<file path="src/rtl/sharpen_conv3x3_stream_assert.svh">
// Assertion macros for the sharpen filter RTL.
// Every macro samples on clk and is disabled while arst_n is low.
`ifndef SHARPEN_CONV3X3_STREAM_ASSERT_SVH
`define SHARPEN_CONV3X3_STREAM_ASSERT_SVH

// same-cycle implication
`define SHC3_ASSERT_NOW(label, ante, cons, msg) \
	label: assert property (@(posedge clk) disable iff (!arst_n) (ante) |-> (cons)) \
		else $error(msg);

// next-cycle implication
`define SHC3_ASSERT_NEXT(label, ante, cons, msg) \
	label: assert property (@(posedge clk) disable iff (!arst_n) (ante) |=> (cons)) \
		else $error(msg);

`endif

</file>
<file path="src/rtl/shc3_pkg.sv">
// Package for the 3x3 sharpen filter: word types, register codes, fixed widths.
// No dependencies.
`timescale 1ns / 1ps

package shc3_pkg;

	localparam int IW_BITS     = 11;
	localparam int IH_BITS     = 13;
	localparam int ROW_BITS    = 14;
	localparam int FILT_BITS   = 12;
	localparam int PIX_IN_BITS = 8;
	localparam int REG_BITS    = 1;
	localparam int CFG_BITS    = 13;

	localparam logic [IW_BITS-1:0] WIDTH_RESET  = 11'd640;
	localparam logic [IH_BITS-1:0] HEIGHT_RESET = 13'd480;

	typedef enum logic [REG_BITS-1:0] {
		REG_IMAGE_WIDTH  = 1'b0,
		REG_IMAGE_HEIGHT = 1'b1
	} reg_idx_t;

	typedef enum logic {
		CMD_PIXEL = 1'b0,
		CMD_FLUSH = 1'b1
	} cmd_t;

	typedef struct packed {
		cmd_t                   cmd;
		logic [PIX_IN_BITS-1:0] pixel;
	} pix_word_t;

	typedef struct packed {
		logic signed [FILT_BITS-1:0] filtered;
		logic                        end_of_frame;
	} res_word_t;

	typedef struct packed {
		logic pass;
		logic emit;
		logic up;
		logic down;
		logic left;
		logic right;
		logic eof;
	} pos_flags_t;

endpackage

</file>
<file path="src/rtl/shc3_pos.sv">
// Raster position tracker: column and row counters, border and output flags.
// Depends on shc3_pkg and sharpen_conv3x3_stream_assert.svh.
`timescale 1ns / 1ps
`include "sharpen_conv3x3_stream_assert.svh"

module shc3_pos #(
	parameter int MAX_WIDTH = 1024
) (
	input  logic                            clk,
	input  logic                            arst_n,
	input  logic                            clr,
	input  logic                            adv,
	input  logic [shc3_pkg::IW_BITS-1:0]    image_width,
	input  logic [shc3_pkg::IH_BITS-1:0]    image_height,
	output logic [$clog2(MAX_WIDTH)-1:0]    col,
	output shc3_pkg::pos_flags_t            flags
);

	localparam int CW = $clog2(MAX_WIDTH);
	localparam int EW = CW + 1;
	localparam int RB = shc3_pkg::ROW_BITS;

	logic [EW-1:0]                   eff_w;
	logic [shc3_pkg::IH_BITS-1:0]    eff_h;
	logic [CW-1:0]                   col_q;
	logic [RB-1:0]                   row_q;
	logic [EW-1:0]                   col_inc;
	logic [RB-1:0]                   h_x;
	logic [RB-1:0]                   h_p1;
	logic                            c0;
	logic                            last;

	always_comb begin
		if (image_width == '0) begin
			eff_w = EW'(1);
		end else if (32'(image_width) > 32'(MAX_WIDTH)) begin
			eff_w = EW'(MAX_WIDTH);
		end else begin
			eff_w = EW'(image_width);
		end
	end

	assign eff_h   = (image_height == '0) ? shc3_pkg::IH_BITS'(1) : image_height;
	assign col_inc = EW'(col_q) + EW'(1);
	assign h_x     = RB'(eff_h);
	assign h_p1    = h_x + RB'(1);
	assign c0      = (col_q == '0);
	assign last    = c0 && (row_q >= h_p1);
	assign col     = col_q;

	always_comb begin
		flags.pass  = row_q < h_x;
		flags.emit  = (row_q >= RB'(2)) || ((row_q == RB'(1)) && !c0);
		flags.up    = c0 ? (row_q >= RB'(3)) : (row_q >= RB'(2));
		flags.down  = c0 ? (row_q <= h_x) : (row_q < h_x);
		flags.left  = c0 ? (eff_w > EW'(1)) : (col_q >= CW'(2));
		flags.right = !c0 && (EW'(col_q) < eff_w);
		flags.eof   = last;
	end

	always_ff @(posedge clk or negedge arst_n) begin
		if (!arst_n) begin
			col_q <= '0;
			row_q <= '0;
		end else if (clr) begin
			col_q <= '0;
			row_q <= '0;
		end else if (adv) begin
			if (last) begin
				col_q <= '0;
				row_q <= '0;
			end else if (col_inc >= eff_w) begin
				col_q <= '0;
				row_q <= row_q + RB'(1);
			end else begin
				col_q <= col_inc[CW-1:0];
			end
		end
	end

	`SHC3_ASSERT_NEXT(a_frame_wrap, adv && !clr && last, col_q == '0 && row_q == '0, "no frame wrap")
	`SHC3_ASSERT_NOW(a_col_range, 1'b1, EW'(col_q) < eff_w, "column beyond image width")
	`SHC3_ASSERT_NOW(a_row_range, 1'b1, row_q <= h_p1, "row beyond drain row")

endmodule

</file>
<file path="config.mk">
export PLATFORM = sky130hd
export DESIGN_NAME = shc3_pos
export DESIGN_NICKNAME = d
export VERILOG_FILES = /design/src/rtl/shc3_pkg.sv /design/src/rtl/shc3_pos.sv
export VERILOG_INCLUDE_DIRS = /design/src /design/src/rtl
export SDC_FILE = /design/constraint.sdc
export NUM_CORES = 1
export LEC_CHECK = 0
export BUFFER_PORTS_ARGS = -buffer_cell sky130_fd_sc_hd__buf_2
export CAP_MARGIN = 25
export CORE_MARGIN = 1.5
export CORE_UTILIZATION = 50
export CTS_BUF_LIST = sky130_fd_sc_hd__clkbuf_2 sky130_fd_sc_hd__clkbuf_4 sky130_fd_sc_hd__clkbuf_8
export DETAILED_ROUTE_END_ITERATION = 10
export GPL_TIMING_DRIVEN = 0
export PLACE_DENSITY = 0.81
export SYNTH_ARGS = -nofsm -noshare
export SYNTH_HDL_FRONTEND = slang
export SYNTH_SLANG_ARGS = --single-unit
</file>
<file path="constraint.sdc">
create_clock -name clk -period 6.4 [get_ports clk]
set_clock_uncertainty 0.1 [all_clocks]
set_input_delay 0 -clock clk [delete_from_list [all_inputs] [get_ports clk]]
set_output_delay 0 -clock clk [all_outputs]
set_load 0.1 [all_outputs]
</file>
==> summary.md <==
| Metric | Value |
|---|---|
| Status | `complete, no violations` |
| Vias in the first global route | `2542` |
| Largest net degree at the start of global routing | `25` |
| GRT Residual Overflow | `0` |
| First-pass GRT wire length | `11900 µm` |
| Pre-CTS setup slack | `2600 ps` |
| Num rows | `28` |
| CP Max Fanout | `9` |
| Max Fclk | `258 MHz` |
| Critical path class | `flop to flop` |
| Deepest clock path buffer count | `2` |
| CP required | `~6500 ps` |
| Number of setup buffers added after CTS | `0` |
| FF-to-FF path depth | `15` |
| CTS clock-pin slew for the worst setup and hold paths | `100 ps` |
| H-tree Lvls | `1` |
| EDFF count, synth | `0` |
| Min Tclk post-route | `3870 ps` |
| Syn Std Cell Area | `0.00303 mm²` |
| Synth top cells by count | `ha_1, nand2_1, inv_1, nor2_1, xnor2_1` |
| CTS tree | `done` |
| Core Area | `0.00589 mm²` |
| Number of CTS-inserted buffers | `3` |
| # DRC | `0` |
| Period utilization | `0.605` |
| Crit. End Element | `flop` |
| CTS-repair resized insts | `0` |
| Worst slew margin | `0.607` |
| CTS hold repair buffers | `1` |
| Setup TNS | `0 ps` |
| Most used standard cell by instance count after synthesis | `ha_1` |
| PwrDens | `142 mW/mm²` |
| Antenna Cells | `0` |
| Ports | `45` |
| Die W | `about 80 µm` |
| Detailed placer's ending HPWL | `between 5000 and 6000 µm` |
| Synth cell types | `a little under 60` |
| Synth Flop Type | `dfrtp_1` |
| Initial core utilization | `0.516` |
| R2R setup slack | `2530 ps` |
| Fillers | `around 540` |
| Async S/R FF share, synth | `1.00` |
| Crit path launch type | `flop` |
| Sinks on Clock Net | `24` |
| Syn_nets | `454` |
| Yosys top cell area share | `0.227` |
| Die area | `0.00654 mm²` |
| Reg2reg end | `col[8]$_DFFE_PN0P_` |
| Routability Congestion | `about 0.9` |
| Vias per cell | `about 5.8` |
| Peak supply drop | `0.100 mV` |
| Initial antenna violation count | `0` |
| RSZ-0062 raised after global routing | `no` |
| Setup WS post-layout | `roughly 2500 ps` |
| Total count of max-transition violations in the final report | `0` |
| Routed WL | `roughly 7100 µm` |
| Min Hold Slack | `136 ps` |
| CTS root buf | `clkbuf_8` |
| Post-route ant nets | `0` |
| Layout area overhead | `12.9%` |
| Cell leakage power | `approximately 1.6 nW` |
| Number of synthesized register bits | `24` |
| Worst slew pin tran | `585 ps` |
| Synth warn | `0` |
| Fin. Hold Viols | `0` |
| 1st-iter DRT viols | `about 200` |
| WP data arrival | `3970 ps` |
| Via Count | `2855` |
| Total of max-cap violations | `0` |
| Avg WL per Cell | `14.4 µm` |
| Post-synthesis sequential area ratio | `0.198` |
| Fin util | `0.582` |
| Endpoints failing setup | `0` |
| Nets | `approximately 500` |
| Worst-skew pair later-pin latency | `280 ps` |
| PortBufs | `43` |
| Gr usage total | `0.230` |
| Yosys top cell by area | `ha_1` |
| Post-Synthesis Mean Instance Area | `about 8.2 µm²` |
| Layout cells sized above 1 | `0.169` |
| Synth area leaders | `ha_1, dfrtp_1, xnor2_1, nand2_1, inv_1` |
| Crit Reg-Reg Startpoint | `col[1]$_DFFE_PN0P_` |
| Die height | `80.9 µm` |
| Hold Path Class | `primary input to asynchronous set/reset pin` |
| Post-Synthesis Cells | `between 300 and 400` |
| TritonRoute pass-1 iters | `4` |
==> metal layers <==
layer | track usage | routed length (µm) | vias to the layer above | share of wire
met5 | 0 | 0 | - | 0
met4 | 0.0310 | 29 | 0 | 0.0041
met3 | 0.0258 | 316 | 4 | 0.044
met2 | 0.374 | 3220 | 71 | 0.45
met1 | 0.334 | 3560 | 1338 | 0.50
li1 | - | - | 1442 | -
==> worst max-delay path: stages, from the launching register on <==
cell and delay [ps]:
dfrtp_1 520, ha_1 300, nand3_1 130, inv_1 70
nand3_1 190, or2_2 360, xor2_1 340, inv_1 100
ha_1 260, a2111oi_4 300, o221ai_2 160, a21oi_4 200
nor2_1 100, or3_1 330, buf_6 160, o31ai_4 160
==> sequential cells by signal, summed over array words and instances, names as in the netlist <==
register	count
col	10
row_q	14
==> cells by family after synthesis <==
| logic type | count (synthesis) | synth area share |
|---|---|---|
| mux | 1 | 0.00330 |
| compound gates | 69 | 0.172 |
| xor+xnor | 29 | 0.0837 |
| fa+ha+maj | 55 | 0.227 |
| buf+inv | 42 | 0.0610 |
| simple gates | 151 | 0.256 |
| flops | 24 | 0.198 |
==> power breakdown <==
group | switching [mW] | total (mW) | leakage (nW) | internal [mW]
clock network | 0.0528 | 0.136 | 0.0357 | 0.0837
logic | 0.133 | 0.188 | 1.28 | 0.0550
registers | 0.00644 | 0.161 | 0.333 | 0.155
total | 0.192 | 0.485 | 1.65 | 0.293
==> layout make-up <==
cell class	count	area (µm²)	area share
plain buffers	13	73.8	0.0216
clock buffers	3	41.3	0.0121
inverters	29	111	0.0325
well taps	75	93.8	0.0274
clock inverters	1	30.0	0.00877
repair buffers	44	225	0.0658
flip-flops and latches	24	601	0.175
multi-input cells	305	2250	0.657
==> worst max path at each step <==
| stage | startpoint | to | slack, ps |
|---|---|---|---|
| 2_1_floorplan | col[1]$_DFFE_PN0P_ | col[8]$_DFFE_PN0P_ | 2270 |
| 3_3_place_gp | col[1]$_DFFE_PN0P_ | col[8]$_DFFE_PN0P_ | 2650 |
| 3_5_place_dp | col[1]$_DFFE_PN0P_ | col[8]$_DFFE_PN0P_ | 2600 |
| 4_1_cts | col[1]$_DFFE_PN0P_ | col[8]$_DFFE_PN0P_ | 2550 |
| 5_1_grt | col[1]$_DFFE_PN0P_ | row_q[6]$_DFFE_PN0P_ | 2260 |
| 6_report | col[1]$_DFFE_PN0P_ | col[8]$_DFFE_PN0P_ | 2530 |
==> layout by cell type (no fill, tap or decap), drive strengths merged, types with 4 or more instances in the layout <==
| cell | Yosys | final |
|---|---|---|
| ha | 55 | 55 |
| nand2 | 39 | 39 |
| a21oi | 15 | 15 |
| o21ai | 22 | 22 |
| nor2 | 28 | 28 |
| nor4 | 15 | 15 |
| buf | 6 | 49 |
| inv | 29 | 29 |
| xnor2 | 27 | 27 |
| nand2b | 5 | 5 |
| a21o | 5 | 5 |
| nor3 | 9 | 9 |
| and3 | 5 | 5 |
| o21a | 5 | 5 |
| clkbuf | 7 | 10 |
| dfrtp | 24 | 24 |
| nor2b | 4 | 4 |
| nand4 | 9 | 9 |
| nand3 | 18 | 18 |
==> metrics by stage <==
stage	instances	power, mW	cell area [µm²]
6_report	494	0.485	3420
5_1_grt	494	0.513	3420
4_1_cts	494	0.489	3420
3_5_place_dp	489	0.352	3340
3_3_place_gp	489	0.347	3340
2_1_floorplan	371	0.305	3030
Power figures use the tool's default switching activity.
