===== src/rtl/sharpen_conv3x3_stream_assert.svh =====
// Assertion macros for the sharpen filter RTL.
// Every macro samples on clk and is disabled while arst_n is low.
`ifndef SHARPEN_CONV3X3_STREAM_ASSERT_SVH
`define SHARPEN_CONV3X3_STREAM_ASSERT_SVH

// same-cycle implication
`define SHC3_ASSERT_NOW(label, ante, cons, msg) \
	label: assert property (@(posedge clk) disable iff (!arst_n) (ante) |-> (cons)) \
		else $error(msg);

// next-cycle implication
`define SHC3_ASSERT_NEXT(label, ante, cons, msg) \
	label: assert property (@(posedge clk) disable iff (!arst_n) (ante) |=> (cons)) \
		else $error(msg);

`endif


===== src/rtl/shc3_pkg.sv =====
// Package for the 3x3 sharpen filter: word types, register codes, fixed widths.
// No dependencies.
`timescale 1ns / 1ps

package shc3_pkg;

	localparam int IW_BITS     = 11;
	localparam int IH_BITS     = 13;
	localparam int ROW_BITS    = 14;
	localparam int FILT_BITS   = 12;
	localparam int PIX_IN_BITS = 8;
	localparam int REG_BITS    = 1;
	localparam int CFG_BITS    = 13;

	localparam logic [IW_BITS-1:0] WIDTH_RESET  = 11'd640;
	localparam logic [IH_BITS-1:0] HEIGHT_RESET = 13'd480;

	typedef enum logic [REG_BITS-1:0] {
		REG_IMAGE_WIDTH  = 1'b0,
		REG_IMAGE_HEIGHT = 1'b1
	} reg_idx_t;

	typedef enum logic {
		CMD_PIXEL = 1'b0,
		CMD_FLUSH = 1'b1
	} cmd_t;

	typedef struct packed {
		cmd_t                   cmd;
		logic [PIX_IN_BITS-1:0] pixel;
	} pix_word_t;

	typedef struct packed {
		logic signed [FILT_BITS-1:0] filtered;
		logic                        end_of_frame;
	} res_word_t;

	typedef struct packed {
		logic pass;
		logic emit;
		logic up;
		logic down;
		logic left;
		logic right;
		logic eof;
	} pos_flags_t;

endpackage


===== src/rtl/shc3_win.sv =====
// Neighborhood window and sharpen kernel: holds the up, down, left and center taps
// and forms 5*center - up - down - left - right, the right tap taken from mid_in. Depends on shc3_pkg.
`timescale 1ns / 1ps

module shc3_win #(
	parameter int PIXEL_BITS = 8
) (
	input  logic                                  clk,
	input  logic                                  arst_n,
	input  logic                                  shift,
	input  logic [PIXEL_BITS-1:0]                 up_in,
	input  logic [PIXEL_BITS-1:0]                 mid_in,
	input  logic [PIXEL_BITS-1:0]                 dn_in,
	input  shc3_pkg::pos_flags_t                  flags,
	output logic signed [shc3_pkg::FILT_BITS-1:0] filtered
);

	localparam int SW  = PIXEL_BITS + 4;
	localparam int SXW = (SW > shc3_pkg::FILT_BITS) ? SW : shc3_pkg::FILT_BITS;

	logic [PIXEL_BITS-1:0] up_q;
	logic [PIXEL_BITS-1:0] dn_q;
	logic [PIXEL_BITS-1:0] lft_q;
	logic [PIXEL_BITS-1:0] ctr_q;
	logic [SW-1:0]         ctr_x;
	logic [SW-1:0]         up_x;
	logic [SW-1:0]         dn_x;
	logic [SW-1:0]         lft_x;
	logic [SW-1:0]         rgt_x;
	logic signed [SW-1:0]  sum;
	logic signed [SXW-1:0] sum_x;

	always_ff @(posedge clk or negedge arst_n) begin
		if (!arst_n) begin
			up_q  <= '0;
			dn_q  <= '0;
			lft_q <= '0;
			ctr_q <= '0;
		end else if (shift) begin
			up_q  <= up_in;
			dn_q  <= dn_in;
			lft_q <= ctr_q;
			ctr_q <= mid_in;
		end
	end

	assign ctr_x = SW'(ctr_q);
	assign up_x  = flags.up    ? SW'(up_q)   : '0;
	assign dn_x  = flags.down  ? SW'(dn_q)   : '0;
	assign lft_x = flags.left  ? SW'(lft_q)  : '0;
	assign rgt_x = flags.right ? SW'(mid_in) : '0;

	assign sum      = (ctr_x << 2) + ctr_x - up_x - dn_x - lft_x - rgt_x;
	assign sum_x    = SXW'(sum);
	assign filtered = $signed(sum_x[shc3_pkg::FILT_BITS-1:0]);

endmodule


===== config.mk =====
export PLATFORM = sky130hd
export DESIGN_NAME = shc3_win
export DESIGN_NICKNAME = d
export VERILOG_FILES = /design/src/rtl/sharpen_conv3x3_stream_assert.svh /design/src/rtl/shc3_pkg.sv /design/src/rtl/shc3_win.sv
export SDC_FILE = /design/constraint.sdc
export NUM_CORES = 1
export LEC_CHECK = 0
export BUFFER_PORTS_ARGS = -buffer_cell sky130_fd_sc_hd__buf_2
export CORE_ASPECT_RATIO = 0.9
export CORE_MARGIN = 2
export CORE_UTILIZATION = 61
export CTS_CLUSTER_DIAMETER = 120
export DETAILED_ROUTE_END_ITERATION = 10
export PLACE_DENSITY = 0.86
export SETUP_SLACK_MARGIN = 0.3
export SYNTH_ARGS = -nofsm -noshare
export SYNTH_HDL_FRONTEND = slang
export SYNTH_SLANG_ARGS = --single-unit

===== constraint.sdc =====
create_clock -name clk -period 10.1 [get_ports clk]
set_input_delay 0.505 -clock clk [delete_from_list [all_inputs] [get_ports clk]]
set_output_delay 0.505 -clock clk [all_outputs]
set_load 0.03 [all_outputs]

==> summary.md, run 1 <==
| Metric | Value |
|---|---|
| Met2 usage | around 46% |
| Setup Viol. Count Final | 0 |
| Final worst path period need | around 4500 ps |
| Postcts setup bufs | 0 |
| Critical Path RT | between 9000 and 10,000 ps |
| # diodes | 0 |
| Seq/Total Area, Yosys | roughly 30% |
| Nets | roughly 380 |
| Num CTS Buffers | 5 |
| Area of the multi-input gates | 0.00166 mm^2 |
| DP Area | 0.00291 mm^2 |
| Top-Level Pins | 46 |
| Starting Density | between 60% and 70% |
| Crit. End Element | primary output |
| Synth Cell Area | between 0.002 and 0.003 mm^2 |
| Post-synth cell types | 32 |
| CP startpoint | flags[4] |
| Min-delay worst type | input pin to asynchronous set/reset pin |
| Core region area | 0.00413 mm^2 |
| Worst skew pair latency | 280 ps |
| RSZ-0062 raised after global routing | no |
| Clk buf depth | 2 |
| First-pass GRT wire length | just over 9000 um |
| Filler instances | approximately 290 |
| Worst r2r src | ctr_q[0] |
| Root Driver | clkbuf_8 |
| Met1 GRT Util | 29.8% |
| Startpoint Class | input pin |
| Slew Limit Fails | 0 |
| Layout cells sized above 1 | approximately 27% |
| CP max FO | 8 |
| Detailed Route Iter0 Violations | approximately 110 |
| Hold_buf cts | 0 |
| Vias in the first global route | approximately 2.1k |
| Die Y | about 67 um |
| Gr usage total | about 25% |
| Design area | around 0.003 mm^2 |
| Die area | roughly 0.005 mm^2 |
| Yosys Warn Count | 0 |
| R2R Path End | lft_q[0] |
| Setup WS pre-CTS | roughly 5600 ps |
| Antenna violations before repair | 0 |
| Post-DP HPWL | approximately 4000 um |
| Reg clk slew, reported paths | approximately 70 ps |
| Synthesized area per cell | roughly 10 um^2 |
| Synth-to-layout area growth | 12.3% |
| Register area | about 800 um^2 |
| Synthesized net count | roughly 330 |
| Die X | about 74 um |
| Clk sinks | 32 |
| Drt via density | 5.61 |
| WL/cell | between 10 and 15 um |
| DRC | 0 |
| GP Congestion | approximately 0.82 |
| FP Rows | 22 |
| Crit Path Class | input pin to primary output |
| Port bufs | 42 |
| Mapped Cells | ~260 |
| Worst hold slack | 275 ps |
| Largest net degree at the start of global routing | 34 |
| Final hold viol count | 0 |
| Via count | 1,942 |
| Clock Skew | approximately 6 ps |
| Antenna Nets Post-Route | 0 |
| First-pass iteration count of the detailed router | 4 |
| Post_cts resized | 0 |
| Rel. slew slack | 51.6% |
| Reg2reg path depth | 1 |
| F_max | roughly 0.22 GHz |
| Final TNS setup | 0 ps |
| Status | finished clean |
| CTS tree | built |
| Setup ws final | between 5000 and 6000 ps |
| Reg2reg setup slack | 9200 ps |
| Global route overflow | 0 |
| Worst slew pin tran | between 700 and 800 ps |
| Critical path data arrival time | between 4000 and 5000 ps |
| Gr busiest metal | met2 |
| MaxCap Viol Count | 0 |
| Htree depth | 2 |
| Seq cells post-synth | 32 |
| Total Wirelength | roughly 5100 um |
| Met3 Use GR | approximately 5% |
| Final period util | 44.8% |
## registers in the layout, indices dropped and copies added, names as in the netlist
| register | cells |
|---|---|
| ctr_q | 8 |
| dn_q | 8 |
| lft_q | 8 |
| up_q | 8 |
## metrics by stage
stage          utilization (%)  std cells
2_1_floorplan                -        255
3_3_place_gp              70.5        338
3_5_place_dp              70.5        338
4_1_cts                   72.7        346
5_1_grt                   72.7        346
6_report                  72.7        346
## synth_stat cells
master	count	share of area, %
a221oi_1	1	0.33
fa_1	30	22
buf_2	4	0.75
a211oi_2	1	0.47
a21oi_1	7	1.3
nand3_1	7	1.3
a2111o_1	1	0.42
nand2_1	30	4.2
a21oi_2	1	0.33
o22ai_1	1	0.23
inv_1	47	6.6
nand4b_1	1	0.33
xor2_1	3	0.98
mux2_2	31	13
nor2_1	5	0.70
nor4_1	1	0.23
o21a_1	1	0.28
a31oi_1	2	0.47
o21ai_0	3	0.56
nor3_1	1	0.19
o211ai_1	3	0.84
o211a_1	1	0.37
a21o_1	3	0.84
nand2b_1	1	0.23
nor2b_1	1	0.23
ha_1	15	7.0
clkbuf_1	3	0.42
o221ai_1	1	0.33
o21ai_1	2	0.37
xnor2_1	6	2.0
and2_1	9	2.1
dfrtp_1	32	30
## layout by cell type, fill, tap and decap left out, drive strengths merged
master,n
o221ai,1
and2,9
o211ai,3
inv,47
o21a,1
buf,42
xnor2,6
a31oi,2
o211a,1
a221oi,1
o21ai,5
mux2,31
o22ai,1
fa,30
a21o,3
a21oi,8
ha,15
nand2b,1
nor4,1
clkbuf,8
xor2,3
nor2b,1
nor2,5
nor3,1
nand2,30
a2111o,1
nand3,7
a211oi,1
dfrtp,32
nand4b,1
## metal layers
metal	up-vias	wire (um)
li1	904	-
met1	986	2090
met2	46	2820
met3	6	195
met4	0	44
met5	-	0
## how the worst max path moves through the flow
| stage | endpoint | slack [ps] | cells past startpoint |
|---|---|---|---|
| 5_1_grt | filtered[10] | 5340 | 13 |
| 6_report | filtered[8] | 5580 | 13 |
| 3_3_place_gp | filtered[8] | 5620 | 13 |
| 2_1_floorplan | filtered[11] | 5850 | 12 |
| 3_5_place_dp | filtered[8] | 5570 | 13 |
| 4_1_cts | filtered[8] | 5550 | 13 |
## critical path, stage by stage
cell and delay (ps):
buf_2 180, nand2_1 100, fa_1 520, fa_1 560, inv_1 60, fa_1 540
inv_1 70, fa_1 430, a21oi_1 270, o21ai_1 120, a2111o_1 420, nand3_1 60
buf_2 190
## kinds of logic after synthesis
family,Yosys count,share of synthesized area (%)
buffers and inverters,54,7.78
and+or+nand+nor,56,9.56
xor gates and xnor gates,9,2.95
muxes,31,13.1
DFF,32,30.0
AOI/OAI and AO/OA,28,7.17
adders and majority gates,45,29.5
## cell type report
class	instances	area share [%]
Sequential cell	32	26.7
Multi-Input combinational cell	169	55.4
Tap cell	48	2.00
Timing Repair Buffer	42	7.01
Inverter	47	5.88
Clock buffer	8	3.00
Power of run 1 is left out: the tool's default activity adds up to more than one toggle a clock period on the data nets, which glitch-free logic cannot reach.
==> inputs of run 2 (changes only) <==
--- a/config.mk
+++ b/config.mk
@@ -8,10 +8,10 @@
 export BUFFER_PORTS_ARGS = -buffer_cell sky130_fd_sc_hd__buf_2
 export CORE_ASPECT_RATIO = 0.9
 export CORE_MARGIN = 2
-export CORE_UTILIZATION = 61
+export CORE_UTILIZATION = 57
 export CTS_CLUSTER_DIAMETER = 120
 export DETAILED_ROUTE_END_ITERATION = 10
-export PLACE_DENSITY = 0.86
+export PLACE_DENSITY = 0.81
 export SETUP_SLACK_MARGIN = 0.3
 export SYNTH_ARGS = -nofsm -noshare
 export SYNTH_HDL_FRONTEND = slang
==> constraint.sdc (replaced) <==
create_clock -name clk -period 4.4 [get_ports clk]
set_input_delay 0.22 -clock clk [delete_from_list [all_inputs] [get_ports clk]]
set_output_delay 0.22 -clock clk [all_outputs]
set_load 0.03 [all_outputs]
==> summary.md, run 2 (synthesis results as in run 1) <==
| Metric | Value |
|---|---|
| Crit. End Element | primary output |
| Global route overflow | 0 |
| Final worst path period need | slightly below 4000 ps |
| Worst hold slack | -23.5 ps |
| Port bufs | 42 |
| Starting Density | between 50% and 60% |
| Gr usage total | roughly a fifth |
| Core region area | about 0.0045 mm^2 |
| Most common cell after layout, fill and taps aside | inv_1 |
| Vias in the first global route | between 1.5k and 2k |
| Most frequent cells in the layout | 47 x inv_1, 38 x buf_2, 31 x mux2_2, 31 x dfrtp_1, 30 x nand2_1 |
| Gr busiest metal | met2 |
| Synth-to-layout area growth | 16.4% |
| First-pass iteration count of the detailed router | 4 |
| Post-DP HPWL | a little under 4000 um |
| Met2 usage | a little under two fifths |
| Top-Level Pins | 46 |
| DRC | 0 |
| Failing checks | negative hold slack |
| Nets | 378 |
| Die Y | roughly 69 um |
| Slew Limit Fails | 0 |
| Startpoint Class | register |
| Final period util | approximately nine tenths |
| Clock Skew | roughly 7.3 ps |
| Total Wirelength | 5250 um |
| First-pass GRT wire length | approximately 8500 um |
| Critical path data arrival time | around 3800 ps |
| CP max FO | 5 |
| Largest net degree at the start of global routing | 34 |
| Crit Path Class | register to primary output |
| GP Congestion | around 0.87 |
| Htree depth | 2 |
| Reg clk slew, reported paths | around 60 ps |
| Cell Chain, Critical Path | nand2_1 -> fa_1 -> fa_1 -> inv_1 -> fa_1 -> inv_1 -> ha_4 -> o211ai_1 -> o211a_1 -> nor4_1 -> nand4b_1 -> clkbuf_4 |
| CTS tree | built |
| Drt via density | roughly 5.4 |
| Worst skew pair latency | around 280 ps |
| FP Rows | 23 |
| WL/cell | 14.5 um |
| Worst slew pin tran | between 700 and 800 ps |
| Delay-heaviest family, CP | adder cells |
| Final hold viol count | 32 |
| Met1 GRT Util | ~25% |
| Hold_buf cts | 0 |
| Critical path's largest stage delay | around 610 ps |
| Root Driver | clkbuf_8 |
| MaxCap Viol Count | 0 |
| Antenna Nets Post-Route | 0 |
| F_max | roughly 0.25 GHz |
| Setup Viol. Count Final | 0 |
| Min-delay worst type | input pin to asynchronous set/reset pin |
| Die X | about 76 um |
| Met3 Use GR | under 10% |
| Layout cells sized above 1 | between 30% and 40% |
| Clk buf depth | 2 |
| Via count | around 1.9k |
| Critical Path RT | around 4200 ps |
| # diodes | 0 |
| Final TNS setup | 0 ps |
| Most used cell, CP | fa_1 |
| Slowest stage cell, crit path | fa_1 |
| Num CTS Buffers | 5 |
| Critical path buffers and inverters | 3 |
| Rel. slew slack | about half |
| Die area | ~0.0053 mm^2 |
| RSZ-0062 raised after global routing | no |
| Detailed Route Iter0 Violations | 77 |
| Clk sinks | 32 |
| Status | finished, violations left |
| Antenna violations before repair | 0 |
run 2: what timing repair did:
| action | in CTS | in global routing |
|---|---|---|
| pin swaps | 1 | 8 |
| buffers inserted | 0 | 2 |
| gates resized for setup | 2 | 20 |
| setup endpoints to repair | 2 | 7 |
run 2: area by class of cell:
cell class | count | area (um^2)
Clock buffer | 8 | 90.1
Fill cell | 370 | 1380
Tap cell | 62 | 77.6
Timing Repair Buffer | 44 | 239
Multi-Input combinational cell | 169 | 1730
Sequential cell | 32 | 802
Inverter | 47 | 176
run 2: layer usage:
metal  vias to the layer above  wire, um
li1                        904         -
met1                       979      2140
met2                        50      2750
met3                        15       183
met4                         0       180
met5                         -         0
run 2: per-stage QoR:
stage          util (%)  cell area (um^2)  worst slack [ps]  cells
2_1_floorplan         -              2670               684    255
3_3_place_gp       65.2              2930               513    352
3_5_place_dp       65.2              2930               443    352
4_1_cts            67.4              3020               324    360
5_1_grt            69.3              3110               297    362
6_report           69.3              3110               427    362
run 2: path summary, 6_finish.rpt:
check / depth (start not counted) / from / slack [ps] / endpoint
max in group asynchronous: 1 / arst_n / 3930 / ctr_q[2]
max reg2reg: 1 / ctr_q[0] / 3500 / lft_q[0]
max: 12 / lft_q[3] / 430 / filtered[9]
min reg2reg: 1 / up_q[2] / 500 / up_q[2]
min: 1 / arst_n / -20 / lft_q[0]
min in group clk: 3 / mid_in[7] / 150 / ctr_q[7]
Power of run 2 is left out for the same reason.
